--- config.mk ---
export PLATFORM = sky130hd
export DESIGN_NAME = bpvi_front
export DESIGN_NICKNAME = d
export VERILOG_FILES = /design/src/hdl/bpvi_pkg.sv /design/src/hdl/bpvi_front.sv
export SDC_FILE = /design/constraint.sdc
export NUM_CORES = 1
export LEC_CHECK = 0
export ABC_AREA = 0
export BUFFER_PORTS_ARGS = -buffer_cell sky130_fd_sc_hd__buf_4
export CAP_MARGIN = 10
export CORE_AREA = 2 2 105 107
export DETAILED_ROUTE_END_ITERATION = 8
export DIE_AREA = 0 0 107 109
export SETUP_SLACK_MARGIN = 0.15
export SYNTH_ARGS = -nofsm -noshare
export SYNTH_HDL_FRONTEND = slang
export SYNTH_SLANG_ARGS = --single-unit
--- constraint.sdc ---
create_clock -name clock -period 3 [get_ports clock]
set_clock_uncertainty 0.05 [all_clocks]
set_input_delay 0.45 -clock clock [delete_from_list [all_inputs] [get_ports clock]]
set_output_delay 0.45 -clock clock [all_outputs]
set_load 0.03 [all_outputs]
--- src/hdl/bpvi_pkg.sv ---
// Shared types, constants and the control-height table of the patch volume integrator.
`timescale 1ns / 1ps
package bpvi_pkg;

   // Grid and field widths
   localparam int MAX_NODES = 1024;
   localparam int NC_W      = 11;
   localparam int IDX_W     = 10;
   localparam int H_W       = 21;
   localparam int VOL_W     = 32;
   localparam int SUM_W     = 48;

   // Fixed-point datapath widths
   localparam int FRAC_W = 24;
   localparam int X_W    = 25;   // Q24 value in [0, 1]
   localparam int B_W    = 27;   // basis weight, up to 3x a Q24 product
   localparam int ROW_W  = 31;   // signed row sum of table times basis
   localparam int ACC_W  = 60;   // signed Q48 height accumulator
   localparam int Q_W    = 22;   // span squared times area factor

   // Shared divider
   localparam int DIV_NUM_W = 36;
   localparam int DIV_DEN_W = 24;
   localparam int DIV_CNT_W = 6;

   // Register map
   localparam logic REG_NODE_COUNT = 1'b0;
   localparam logic [NC_W-1:0] NODE_COUNT_RESET = NC_W'(2);

   // Tile area class, as a left shift of span squared
   localparam logic [1:0] AREA_INSIDE = 2'd0;
   localparam logic [1:0] AREA_EDGE   = 2'd1;
   localparam logic [1:0] AREA_CORNER = 2'd2;

   // One queued node, already classified
   typedef struct packed {
      logic [IDX_W-1:0] u_index;
      logic [IDX_W-1:0] v_index;
      logic [IDX_W-1:0] span;        // node_count - 1
      logic [1:0]       area_shift;
      logic             first_node;
      logic             index_error;
   } node_type;

   typedef struct packed {
      logic                 start;
      logic [DIV_NUM_W-1:0] num;
      logic [DIV_DEN_W-1:0] den;
   } div_req_type;

   typedef struct packed {
      logic                 done;
      logic [DIV_NUM_W-1:0] quot;
   } div_rsp_type;

   typedef enum logic [3:0] {
      ST_IDLE,
      ST_DIV_U,
      ST_DIV_V,
      ST_BASIS,
      ST_MAC,
      ST_ROUND,
      ST_VOL_PREP,
      ST_VOL,
      ST_SUM,
      ST_OUT
   } back_state_type;

   // Top minus bottom control heights
   function automatic logic signed [4:0] diff_ctl(input logic [1:0] i, input logic [1:0] j);
      logic signed [4:0] d;
      unique case ({i, j})
         4'h1:    d = 5'sd3;
         4'h3:    d = 5'sd6;
         4'h4:    d = 5'sd4;
         4'h5:    d = -5'sd4;
         4'h6:    d = 5'sd6;
         4'h9:    d = 5'sd3;
         4'hB:    d = 5'sd11;
         4'hE:    d = 5'sd10;
         4'hF:    d = 5'sd6;
         default: d = 5'sd0;
      endcase
      return d;
   endfunction

endpackage

--- src/hdl/bpvi_front.sv ---
// Input side: range check and tile class of each node, then a two-word queue.
`timescale 1ns / 1ps
module bpvi_front (
   input  logic                        clock,
   input  logic                        reset,
   input  logic [bpvi_pkg::NC_W-1:0]   node_count,
   input  logic                        req_tvalid,
   output logic                        req_tready,
   input  logic [23:0]                 req_tdata,   // u_index, v_index, zero pad
   input  logic [0:0]                  req_tuser,   // first_node
   output logic                        node_valid,
   output bpvi_pkg::node_type          node,
   input  logic                        node_pop
);
   import bpvi_pkg::*;

   node_type         mem_ff [2];
   logic             wr_ff, wr_in;
   logic             rd_ff, rd_in;
   logic [1:0]       cnt_ff, cnt_in;
   node_type         entry;
   logic [NC_W-1:0]  span_full;
   logic             push;
   logic             edge_u, edge_v;

   // Classify the incoming word
   always_comb begin
      span_full         = node_count - NC_W'(1);
      entry.u_index     = req_tdata[IDX_W-1:0];
      entry.v_index     = req_tdata[2*IDX_W-1:IDX_W];
      entry.first_node  = req_tuser[0];
      entry.span        = span_full[IDX_W-1:0];
      entry.index_error = (node_count < NC_W'(2)) || (node_count > NC_W'(MAX_NODES)) ||
                          ({1'b0, entry.u_index} >= node_count) ||
                          ({1'b0, entry.v_index} >= node_count);
      edge_u = (entry.u_index == '0) || ({1'b0, entry.u_index} == span_full);
      edge_v = (entry.v_index == '0) || ({1'b0, entry.v_index} == span_full);
      priority if (edge_u && edge_v) entry.area_shift = AREA_CORNER;
      else if (edge_u || edge_v)     entry.area_shift = AREA_EDGE;
      else                           entry.area_shift = AREA_INSIDE;
   end

   // Queue pointers
   always_comb begin
      req_tready = (cnt_ff != 2'd2);
      push       = req_tvalid && req_tready;
      wr_in      = push ? !wr_ff : wr_ff;
      rd_in      = node_pop ? !rd_ff : rd_ff;
      cnt_in     = cnt_ff + 2'(push) - 2'(node_pop);
   end

   always_ff @(posedge clock) begin
      if (reset) begin
         wr_ff  <= 1'b0;
         rd_ff  <= 1'b0;
         cnt_ff <= '0;
      end else begin
         wr_ff  <= wr_in;
         rd_ff  <= rd_in;
         cnt_ff <= cnt_in;
      end
      if (push) begin
         mem_ff[wr_ff] <= entry;
      end
   end

   assign node_valid = (cnt_ff != '0);
   assign node       = mem_ff[rd_ff];

endmodule

==> metrics.md <==
| Metric | Value |
|---|---|
| Outcome | `finished clean` |
| Fillers | `999` |
| Vias per cell | `4.81` |
| Post-synth ARST share | `0` |
| Final instance area | `4600 um2` |
| Cell Chain, Critical Path | `buf_4 -> or4_4 -> nor4_1 -> nand3_1 -> xor2_1 -> nand4_1 -> a211o_1 -> o21ai_0 -> ha_1` |
| Site row count | `38` |
| Mux contribution to synthesized area | `0.106` |
| Setup TNS | `0 ns` |
| # nets final | `409` |
| Power density over cell area | `651 nW/um2` |
| First-pass GRT wire length | `12.2 mm` |
| Die ar. | `11,700 um2` |
| Most common cell after layout, fill and taps aside | `buf_4` |
| Area fraction of the dominant cell type after synthesis | `0.565` |
| Maximum vdd drop | `218 uV` |
| TritonCTS clock tree | `yes` |
| Skew-Pair Late Insertion Delay | `0.34 ns` |
| Layout cell share with drive strength beyond 1 | `0.386` |
| DRT antenna net count | `0` |
| DRT Pass-1 Iters | `4` |
| Worst EP arrival | `2.64 ns` |
| Startpoint Class | `primary input` |
| Root Driver | `clkbuf_8` |
| Hold Crit Class | `in -> reg` |
| Prevailing post-synth register cell | `edfxtp_1` |
| Top cells by area, synth | `edfxtp_1 56%, mux2_2 11%, ha_1 8.3%` |
| Number of flops mapped to enable cells by yosys | `68` |
| # hold bufs at CTS | `0` |
| Pint | `2.11 mW` |
| Crit path max fanout | `3` |
| Setup WS pre-CTS | `0.0525 ns` |
| Yosys reg bits | `73` |
| Slowest-stage cell, CP | `or4_4` |
| Post-route setup slack | `0.402 ns` |
| Max Cap Violations | `0` |
| Post-synth net total | `320` |
| Initial antenna violation count | `0` |
| H-Tree Depth | `3` |
| Placed wire-length estimate | `5.62 mm` |
| Switching share of power | `0.297` |
| Sequential share of the synthesized area | `0.593` |
| Synthesized area | `3610 um2` |
| Finish-stage setup viols | `0` |
| CP max stage delay | `0.54 ns` |
| Leak | `1.82 nW` |
| Post-route DRC | `0` |
| Clock slew at reported path FFs | `0.07 ns` |
| Final number of hold-violating endpoints | `0` |
| Largest family of logic cells by synthesized area | `multiplexers` |
| Simple-Gate Fraction of Synth Area | `0.0841` |
| Area after DPL | `4400 um2` |
| Fin. max-slew vios | `0` |
| CP Data Required Time | `3.05 ns` |
| Switching power | `888 uW` |
| CORE AREA | `10,600 um2` |
| # Post-CTS Setup Buffers | `0` |
| CP Class | `in -> reg` |
| IO Pins | `76` |
| Comb pwr share | `0.283` |
| DR WL/cell | `15.9 um` |
| Adder-cell share of the synthesized area | `0.0831` |
| Vias in the first global route | `2,360` |
| Gr usage total | `0.141` |
| Antenna diodes | `0` |
| Critical path endpoint category | `flip-flop` |
| Die X | `107 um` |
| Sink Count | `73` |
| Most frequent cells in the layout | `82 x buf_4, 68 x edfxtp_1, 34 x mux2_2` |
| Cts repair resizes | `0` |
| Clock Path Buffers | `2` |
| Flop pwr share | `0.448` |
| Die height | `109 um` |
| I/O Buffers | `71` |
| Period utilization | `0.866` |
| Min Tclk post-route | `2.60 ns` |
| Routed via count | `2,355` |
| Mapped Cells | `256` |
| GPL Wtd Cong | `0.840` |
| Final wirelength | `7.78 mm` |
| Compound-Gate Fraction of Synth Area | `0.0381` |
| Effective utilization at floorplan | `0.341` |
| Area grow syn2layout | `27.3%` |
| Clock network power share | `0.269` |
| Largest net degree at the start of global routing | `35` |
| RSZ-0062 raised after global routing | `false` |
| Synth cell types | `35` |
| Relative slew slack | `0.659` |
| Synthesized area per cell | `14.1 um2` |
| Initial DRC count | `102` |
| Fmax achieved | `385 MHz` |
| Worst Tran Pin Value | `0.508 ns` |
| Gr ovfl total | `0` |
| Number of synthesis warnings | `0` |
| Post-synth top area cell | `edfxtp_1` |
| Post-Synth XOR/XNOR Area | `0.0723` |
| Total CTS buffers | `9` |
## power by group through the flow
stage / clock (mW) / sequential [mW] / combinational (mW)
3_5_place_dp: 0 / 1.37 / 0.860
6_report: 0.805 / 1.34 / 0.848
2_1_floorplan: 0 / 1.36 / 0.537
4_1_cts: 0.830 / 1.34 / 0.864
3_3_place_gp: 0 / 1.36 / 0.854
5_1_grt: 0.867 / 1.36 / 0.921
## cell usage after synthesis, types with 3 or more instances
library cell and count:
clkbuf_1 4, xnor2_1 18, nand2b_1 4, edfxtp_1 68
ha_1 24, nor4_1 4, xor2_1 10, nand3_1 10
a21o_1 4, o21ai_0 3, and3_1 4, dfxtp_1 5
nor3_1 5, nor2_1 12, a21oi_1 3, mux2_2 34
o2111ai_1 3, inv_1 19, nor2b_1 3
## area by class of cell
type | count | area [um2] | area share
clock buffers | 12 | 135 | 0.0294
clock inverters | 4 | 68.8 | 0.0150
inverters | 19 | 71.3 | 0.0155
multi-input cells | 160 | 1390 | 0.303
flip-flops and latches | 73 | 2140 | 0.465
well taps | 140 | 175 | 0.0381
repair buffers | 82 | 616 | 0.134
## metrics by stage
stage                     cells  hold slack (ns)  total power, mW  utilization
after floorplan             256            0.430             1.89            -
after global placement      474            0.447             2.21        0.415
after detailed placement    474            0.456             2.23        0.415
after CTS                   490            0.218             3.04        0.434
after global routing        490            0.223             3.14        0.434
final                       490            0.238             2.99        0.434
## worst max-delay path, delay by kind of cell
kind            cells  cell delay (ns)
simple gates        4             1.17
compound gates      2             0.38
xor+xnor            1             0.21
buf+inv             1             0.12
fa+ha+maj           1             0.29
## routing by layer
metal / vias up / track usage / share of wire
met4: 0 / 0.0603 / 0.021
met2: 68 / 0.222 / 0.48
met5: - / 0 / 0
li1: 1134 / - / -
met3: 12 / 0.0377 / 0.054
met1: 1141 / 0.184 / 0.45
## final timing paths
check                startpoint           end  slack, ns  cells past startpoint
hold reg to reg           rd_ff     flip-flop       0.47                      2
setup / recovery  node_count[4]  mem_ff[1][2]       0.40                      9
hold / removal        req_tuser  mem_ff[1][1]       0.24                      1
setup reg to reg      cnt_ff[0]     cnt_ff[1]       1.33                      8
## logic make-up after synthesis
logic type,Yosys count
xor+xnor,29
simple gates,54
buf+inv,23
compound gates,19
fa+ha+maj,24
flops,73
mux,34
## state kept, by name, summed over array words and instances (netlist names), named ones only
register,flops
cnt_ff,2
wr_ff,1
mem_ff,68
rd_ff,1
Note: power is estimated with default switching activity, not from simulation.
