## config.mk

```make
export PLATFORM = sky130hd
export DESIGN_NAME = bpvi_div
export DESIGN_NICKNAME = d
export VERILOG_FILES = /design/src/hdl/bpvi_pkg.sv /design/src/hdl/bpvi_div.sv
export SDC_FILE = /design/constraint.sdc
export NUM_CORES = 1
export LEC_CHECK = 0
export BUFFER_PORTS_ARGS = -buffer_cell sky130_fd_sc_hd__buf_4
export CAP_MARGIN = 0
export CORE_UTILIZATION = 55
export CTS_CLUSTER_DIAMETER = 200
export CTS_CLUSTER_SIZE = 28
export DETAILED_ROUTE_END_ITERATION = 10
export MAX_ROUTING_LAYER = met4
export PLACE_DENSITY = 0.87
export SYNTH_ARGS = -nofsm -noshare
export SYNTH_HDL_FRONTEND = slang
export SYNTH_SLANG_ARGS = --single-unit
```

## constraint.sdc

```tcl
create_clock -name clock -period 3.4 [get_ports clock]
set_input_delay 0.51 -clock clock [delete_from_list [all_inputs] [get_ports clock]]
set_output_delay 0.51 -clock clock [all_outputs]
set_load 0.01 [all_outputs]
```

## src/hdl/bpvi_pkg.sv

```systemverilog
// Shared types, constants and the control-height table of the patch volume integrator.
`timescale 1ns / 1ps
package bpvi_pkg;

   // Grid and field widths
   localparam int MAX_NODES = 1024;
   localparam int NC_W      = 11;
   localparam int IDX_W     = 10;
   localparam int H_W       = 21;
   localparam int VOL_W     = 32;
   localparam int SUM_W     = 48;

   // Fixed-point datapath widths
   localparam int FRAC_W = 24;
   localparam int X_W    = 25;   // Q24 value in [0, 1]
   localparam int B_W    = 27;   // basis weight, up to 3x a Q24 product
   localparam int ROW_W  = 31;   // signed row sum of table times basis
   localparam int ACC_W  = 60;   // signed Q48 height accumulator
   localparam int Q_W    = 22;   // span squared times area factor

   // Shared divider
   localparam int DIV_NUM_W = 36;
   localparam int DIV_DEN_W = 24;
   localparam int DIV_CNT_W = 6;

   // Register map
   localparam logic REG_NODE_COUNT = 1'b0;
   localparam logic [NC_W-1:0] NODE_COUNT_RESET = NC_W'(2);

   // Tile area class, as a left shift of span squared
   localparam logic [1:0] AREA_INSIDE = 2'd0;
   localparam logic [1:0] AREA_EDGE   = 2'd1;
   localparam logic [1:0] AREA_CORNER = 2'd2;

   // One queued node, already classified
   typedef struct packed {
      logic [IDX_W-1:0] u_index;
      logic [IDX_W-1:0] v_index;
      logic [IDX_W-1:0] span;        // node_count - 1
      logic [1:0]       area_shift;
      logic             first_node;
      logic             index_error;
   } node_type;

   typedef struct packed {
      logic                 start;
      logic [DIV_NUM_W-1:0] num;
      logic [DIV_DEN_W-1:0] den;
   } div_req_type;

   typedef struct packed {
      logic                 done;
      logic [DIV_NUM_W-1:0] quot;
   } div_rsp_type;

   typedef enum logic [3:0] {
      ST_IDLE,
      ST_DIV_U,
      ST_DIV_V,
      ST_BASIS,
      ST_MAC,
      ST_ROUND,
      ST_VOL_PREP,
      ST_VOL,
      ST_SUM,
      ST_OUT
   } back_state_type;

   // Top minus bottom control heights
   function automatic logic signed [4:0] diff_ctl(input logic [1:0] i, input logic [1:0] j);
      logic signed [4:0] d;
      unique case ({i, j})
         4'h1:    d = 5'sd3;
         4'h3:    d = 5'sd6;
         4'h4:    d = 5'sd4;
         4'h5:    d = -5'sd4;
         4'h6:    d = 5'sd6;
         4'h9:    d = 5'sd3;
         4'hB:    d = 5'sd11;
         4'hE:    d = 5'sd10;
         4'hF:    d = 5'sd6;
         default: d = 5'sd0;
      endcase
      return d;
   endfunction

endpackage

```

## src/hdl/bpvi_div.sv

```systemverilog
// Restoring divider, one quotient bit per cycle, shared by the back end.
`timescale 1ns / 1ps
module bpvi_div (
   input  logic                 clock,
   input  logic                 reset,
   input  bpvi_pkg::div_req_type req,
   output bpvi_pkg::div_rsp_type rsp
);
   import bpvi_pkg::*;

   logic                 busy_ff, busy_in;
   logic                 done_ff, done_in;
   logic [DIV_CNT_W-1:0] cnt_ff, cnt_in;
   logic [DIV_NUM_W-1:0] num_ff, num_in;
   logic [DIV_DEN_W-1:0] rem_ff, rem_in;
   logic [DIV_DEN_W-1:0] den_ff, den_in;
   logic [DIV_DEN_W:0]   rem_sh;
   logic [DIV_DEN_W+1:0] diff;
   logic                 ge;

   // One trial subtraction per cycle
   always_comb begin
      rem_sh  = {rem_ff, num_ff[DIV_NUM_W-1]};
      diff    = {1'b0, rem_sh} - {2'b00, den_ff};
      ge      = !diff[DIV_DEN_W+1];
      busy_in = busy_ff;
      done_in = 1'b0;
      cnt_in  = cnt_ff;
      num_in  = num_ff;
      rem_in  = rem_ff;
      den_in  = den_ff;
      if (req.start) begin
         busy_in = 1'b1;
         cnt_in  = '0;
         num_in  = req.num;
         rem_in  = '0;
         den_in  = req.den;
      end else if (busy_ff) begin
         num_in = {num_ff[DIV_NUM_W-2:0], ge};
         rem_in = ge ? diff[DIV_DEN_W-1:0] : rem_sh[DIV_DEN_W-1:0];
         cnt_in = cnt_ff + DIV_CNT_W'(1);
         if (cnt_ff == DIV_CNT_W'(DIV_NUM_W - 1)) begin
            busy_in = 1'b0;
            done_in = 1'b1;
         end
      end
   end

   always_ff @(posedge clock) begin
      if (reset) begin
         busy_ff <= 1'b0;
         done_ff <= 1'b0;
         cnt_ff  <= '0;
      end else begin
         busy_ff <= busy_in;
         done_ff <= done_in;
         cnt_ff  <= cnt_in;
      end
      num_ff <= num_in;
      rem_ff <= rem_in;
      den_ff <= den_in;
   end

   assign rsp.done = done_ff;
   assign rsp.quot = num_ff;

endmodule

```

==> report_table.html <==
<table>
<tr><th>Metric</th><th>Value</th></tr>
<tr><th colspan="2">Logic synthesis</th></tr>
<tr><td>Most common library cells after synthesis</td><td>60 x edfxtp_1, 46 x nand2_1, 40 x nor2_1</td></tr>
<tr><td>Register bit total from synthesis</td><td>92</td></tr>
<tr><td>Part of the Yosys area used for sequential elements</td><td>49.3%</td></tr>
<tr><td>Number of distinct library cells after synthesis</td><td>55</td></tr>
<tr><td>Share of the synthesized area in the top cell type</td><td>36.3%</td></tr>
<tr><td>Leading area contributor after synthesis</td><td>edfxtp_1</td></tr>
<tr><td>Leading cell type by number of instances after synthesis</td><td>edfxtp_1</td></tr>
<tr><td>Async set-reset flop share out of synthesis</td><td>0%</td></tr>
<tr><td>EDFF count, synth</td><td>60</td></tr>
<tr><td>Synth Instances</td><td>465</td></tr>
<tr><td>Area contributors post-synth</td><td>edfxtp_1 36%, dfxtp_1 13%, mux2_2 8.2%</td></tr>
<tr><td>Yosys Warn Count</td><td>0</td></tr>
<tr><td>Synthesized area</td><td>4960 um^2</td></tr>
<tr><td>Mean post-synth cell area</td><td>10.7 um^2</td></tr>
<tr><td>Prevailing post-synth register cell</td><td>edfxtp_1</td></tr>
<tr><td>Synthesized Nets</td><td>554</td></tr>
<tr><th colspan="2">Clocking</th></tr>
<tr><td>CTS tree</td><td>done</td></tr>
<tr><td>Number of buffers created by CTS</td><td>9</td></tr>
<tr><td>Number of buffers inserted by post-CTS setup repair</td><td>0</td></tr>
<tr><td>Clock latency of the later-clocked register in the worst-skew pair</td><td>0.37 ns</td></tr>
<tr><td>Clock input transition at the sequential cells of the worst setup and hold paths</td><td>0.10 ns</td></tr>
<tr><td>CTS sink cnt</td><td>92</td></tr>
<tr><td>CTS H-Tree Depth</td><td>3</td></tr>
<tr><td>Clock Tree Root</td><td>clkbuf_8</td></tr>
<tr><td>Buffer levels on the longest clock path</td><td>2</td></tr>
<tr><th colspan="2">Global route</th></tr>
<tr><td>Overflow left after global routing</td><td>0</td></tr>
<tr><td>Global-route wire length before repair</td><td>18800 um</td></tr>
<tr><td>Pin count of the biggest net entering global routing</td><td>60</td></tr>
<tr><td>Number of global-route vias before repair</td><td>3987</td></tr>
<tr><td>All-Layer GR Usage</td><td>25.7%</td></tr>
<tr><td>Initial antenna violation count</td><td>0</td></tr>
<tr><th colspan="2">Setup path</th></tr>
<tr><td>Startpoint Class</td><td>register</td></tr>
<tr><td>Required time worst endpoint</td><td>3.67 ns</td></tr>
<tr><td>Setup crit end kind</td><td>register</td></tr>
<tr><td>Critical path's largest stage delay</td><td>0.43 ns</td></tr>
<tr><td>Highest net fanout along the worst path</td><td>10</td></tr>
<tr><td>CP Cell Sequence</td><td>inv_1 -&gt; ha_1 -&gt; nor2b_1 -&gt; o2111ai_1 -&gt; a21oi_1 -&gt; o211a_1 -&gt; o311a_1 -&gt; nor3_4 -&gt; buf_4 -&gt; nand2_1 -&gt; a311oi_1</td></tr>
<tr><td>Type of the setup path with the least slack</td><td>reg -&gt; reg</td></tr>
<tr><td>Cell with the biggest individual delay on the critical path</td><td>edfxtp_1</td></tr>
<tr><td>Data arrival at the endpoint of the critical path</td><td>3.38 ns</td></tr>
<tr><th colspan="2">Pwr</th></tr>
<tr><td>Highest ir drop seen on vdd</td><td>0.000296 V</td></tr>
<tr><td>Leakage power</td><td>0.00259 uW</td></tr>
<tr><td>Net Switching</td><td>790 uW</td></tr>
<tr><td>Portion of total power attributed to combinational logic</td><td>22.6%</td></tr>
<tr><td>Total design power</td><td>2730 uW</td></tr>
<tr><td>Register share of total power</td><td>49.4%</td></tr>
<tr><td>Power density cells</td><td>456 nW/um^2</td></tr>
<tr><td>Switching Share</td><td>28.9%</td></tr>
<tr><td>Internal power of the cells</td><td>1940 uW</td></tr>
<tr><td>Clock group share of total power</td><td>28.0%</td></tr>
<tr><th colspan="2">STA</th></tr>
<tr><td>Final sum of negative setup slack</td><td>0 ns</td></tr>
<tr><td>Hold Slack</td><td>0.297 ns</td></tr>
<tr><td>Final critical delay including setup and external delays</td><td>3.11 ns</td></tr>
<tr><td>Count of pins over their slew limit</td><td>0</td></tr>
<tr><td>Transition time at the pin with the least slew margin</td><td>0.730 ns</td></tr>
<tr><td>Maximum clock rate</td><td>0.321 GHz</td></tr>
<tr><td>Rel. slew slack</td><td>51.4%</td></tr>
<tr><td>Setup repair after global routing missed its margin</td><td>no</td></tr>
<tr><td>Max Clock Skew</td><td>0.00982 ns</td></tr>
<tr><td>Final hold violations</td><td>0</td></tr>
<tr><td>Part of the cycle the worst path needs</td><td>91.6%</td></tr>
<tr><td>Total of endpoints with negative setup slack in the final report</td><td>0</td></tr>
<tr><th colspan="2">Finish</th></tr>
<tr><td>Number of antenna diodes</td><td>0</td></tr>
<tr><td>Layout Area Growth over Synthesis</td><td>21.0%</td></tr>
<tr><td>Post-route standard cell area excluding fillers</td><td>6000 um^2</td></tr>
<tr><td>Layout filler cell count</td><td>645</td></tr>
<tr><td>Layout cells sized above 1</td><td>29.4%</td></tr>
<tr><td>Net count of the finished layout</td><td>649</td></tr>
<tr><th colspan="2">Detailed routing</th></tr>
<tr><td>Routed len/inst</td><td>16.8 um</td></tr>
<tr><td>Number of design rule violations left after detail routing</td><td>0</td></tr>
<tr><td>Drt initial violations</td><td>227</td></tr>
<tr><td>Routed vias/inst</td><td>5.81</td></tr>
<tr><td>Total number of vias</td><td>3908</td></tr>
<tr><td>Routed WL</td><td>11300 um</td></tr>
<tr><td>Antenna Nets Post-Route</td><td>0</td></tr>
<tr><td>Number of optimization iterations in the first detailed-route pass</td><td>5</td></tr>
<tr><th colspan="2">Floorplanning</th></tr>
<tr><td>Die Width</td><td>96.9 um</td></tr>
<tr><td>Std-Cell Core Area</td><td>8720 um^2</td></tr>
<tr><td>Number of top-level design ports</td><td>100</td></tr>
<tr><td>Floorplan row count</td><td>34</td></tr>
<tr><td>Initial Utilization</td><td>56.8%</td></tr>
<tr><td>Die Height</td><td>96.9 um</td></tr>
<tr><td>Die ar.</td><td>9400 um^2</td></tr>
<tr><th colspan="2">Job</th></tr>
<tr><td>Number of max-cap violations</td><td>0</td></tr>
<tr><th colspan="2">Placement</th></tr>
<tr><td>Post-detailed-placement cell area</td><td>5790 um^2</td></tr>
<tr><td>Gp weighted congestion</td><td>0.916</td></tr>
<tr><td>Port bufs</td><td>99</td></tr>
<tr><td>Post-detailed-placement half-perimeter wirelength</td><td>8180 um</td></tr>
<tr><th colspan="2">Status</th></tr>
<tr><td>Run status</td><td>completed</td></tr>
<tr><th colspan="2">Hold path</th></tr>
<tr><td>HP Class</td><td>in -&gt; reg</td></tr>
</table>
[final timing paths]
kind                          start  slack (ns)                      end  cells past startpoint
min                           reset        0.30       busy_ff$_SDFF_PP0_                      2
max reg2reg     den_ff[1]$_DFFE_PP_        0.29  rem_ff[14]$_SDFFE_PP0P_                     11
min reg2reg  cnt_ff[5]$_SDFFE_PP0P_        0.49       done_ff$_SDFF_PP0_                      2
max             den_ff[1]$_DFFE_PP_        0.29  rem_ff[14]$_SDFFE_PP0P_                     11
[per-stage QoR]
stage | util [%] | std cells | setup WS, ns
detailed placement | 66.4 | 657 | 0.189
CTS | 68.7 | 673 | 0.152
finish | 68.8 | 673 | 0.287
global placement | 66.4 | 657 | 0.386
floorplan | - | 465 | 0.532
global route | 68.8 | 673 | 0.104
[final cells by class]
type / count / area, um^2 / area share, %
inverter: 29 / 109 / 1.82
timing repair buffer: 107 / 803 / 13.4
tap: 108 / 135 / 2.25
clock buffer: 10 / 128 / 2.13
multi-input combinational: 321 / 2310 / 38.5
clock inverter: 6 / 72.6 / 1.21
sequential: 92 / 2440 / 40.7
[power by group through the flow]
stage               registers, uW  logic [uW]  clock network, uW
CTS                          1350         613                775
finish                       1350         617                765
detailed placement           1370         608                  0
global placement             1370         592                  0
floorplan                    1380         374                  0
global route                 1360         677                823
[layout by cell type, fill, tap and decap left out, types with 9 or more instances in the layout]
cell type  instances
a21oi_1           20
nand3_1           11
ha_1              25
clkbuf_8           9
nor3_1            14
dfxtp_1           32
o21ai_0           11
inv_1             29
mux2_2            36
buf_4            107
xor2_1             9
edfxtp_1          60
nor2_1            40
a311oi_1          12
xnor2_1           13
nand2_1           46
[sequential cells by signal, summed over array words and instances, names as in the netlist]
| signal | cells |
|---|---|
| cnt_ff | 6 |
| num_ff | 36 |
| den_ff | 24 |
| done_ff | 1 |
| rem_ff | 24 |
| busy_ff | 1 |
[worst max-delay path, delay by kind of cell (launching register included)]
family                   cells  cell delay (ns)
buffers and inverters        2             0.33
adder cells (fa/ha/maj)      1             0.21
AO/OA/AOI/OAI                5             1.48
flip-flops                   1             0.43
AND/OR/NAND/NOR              3             0.57
[metal layers]
| metal | GRT usage, % | up-vias | routed length, um |
|---|---|---|---|
| met2 | 40.7 | 159 | 5490 |
| met3 | 6.50 | 23 | 860 |
| met1 | 32.2 | 1825 | 4770 |
| met5 | - | - | 0 |
| li1 | - | 1901 | - |
| met4 | 8.84 | 0 | 184 |
[logic make-up after synthesis]
group           after synthesis  share of synthesized area (%)
compound gates               97                           14.6
xor+xnor                     22                           3.89
fa+ha+maj                    26                           6.71
buf+inv                      52                           4.32
flops                        92                           49.3
mux                          37                           8.38
simple gates                139                           12.8
[repair_timing]
action / in CTS / in global routing
hold buffers: 0 / 0
endpoints found under the setup margin: 0 / 6
resized for setup: 0 / 1
Note: power is estimated with default switching activity, not from simulation.
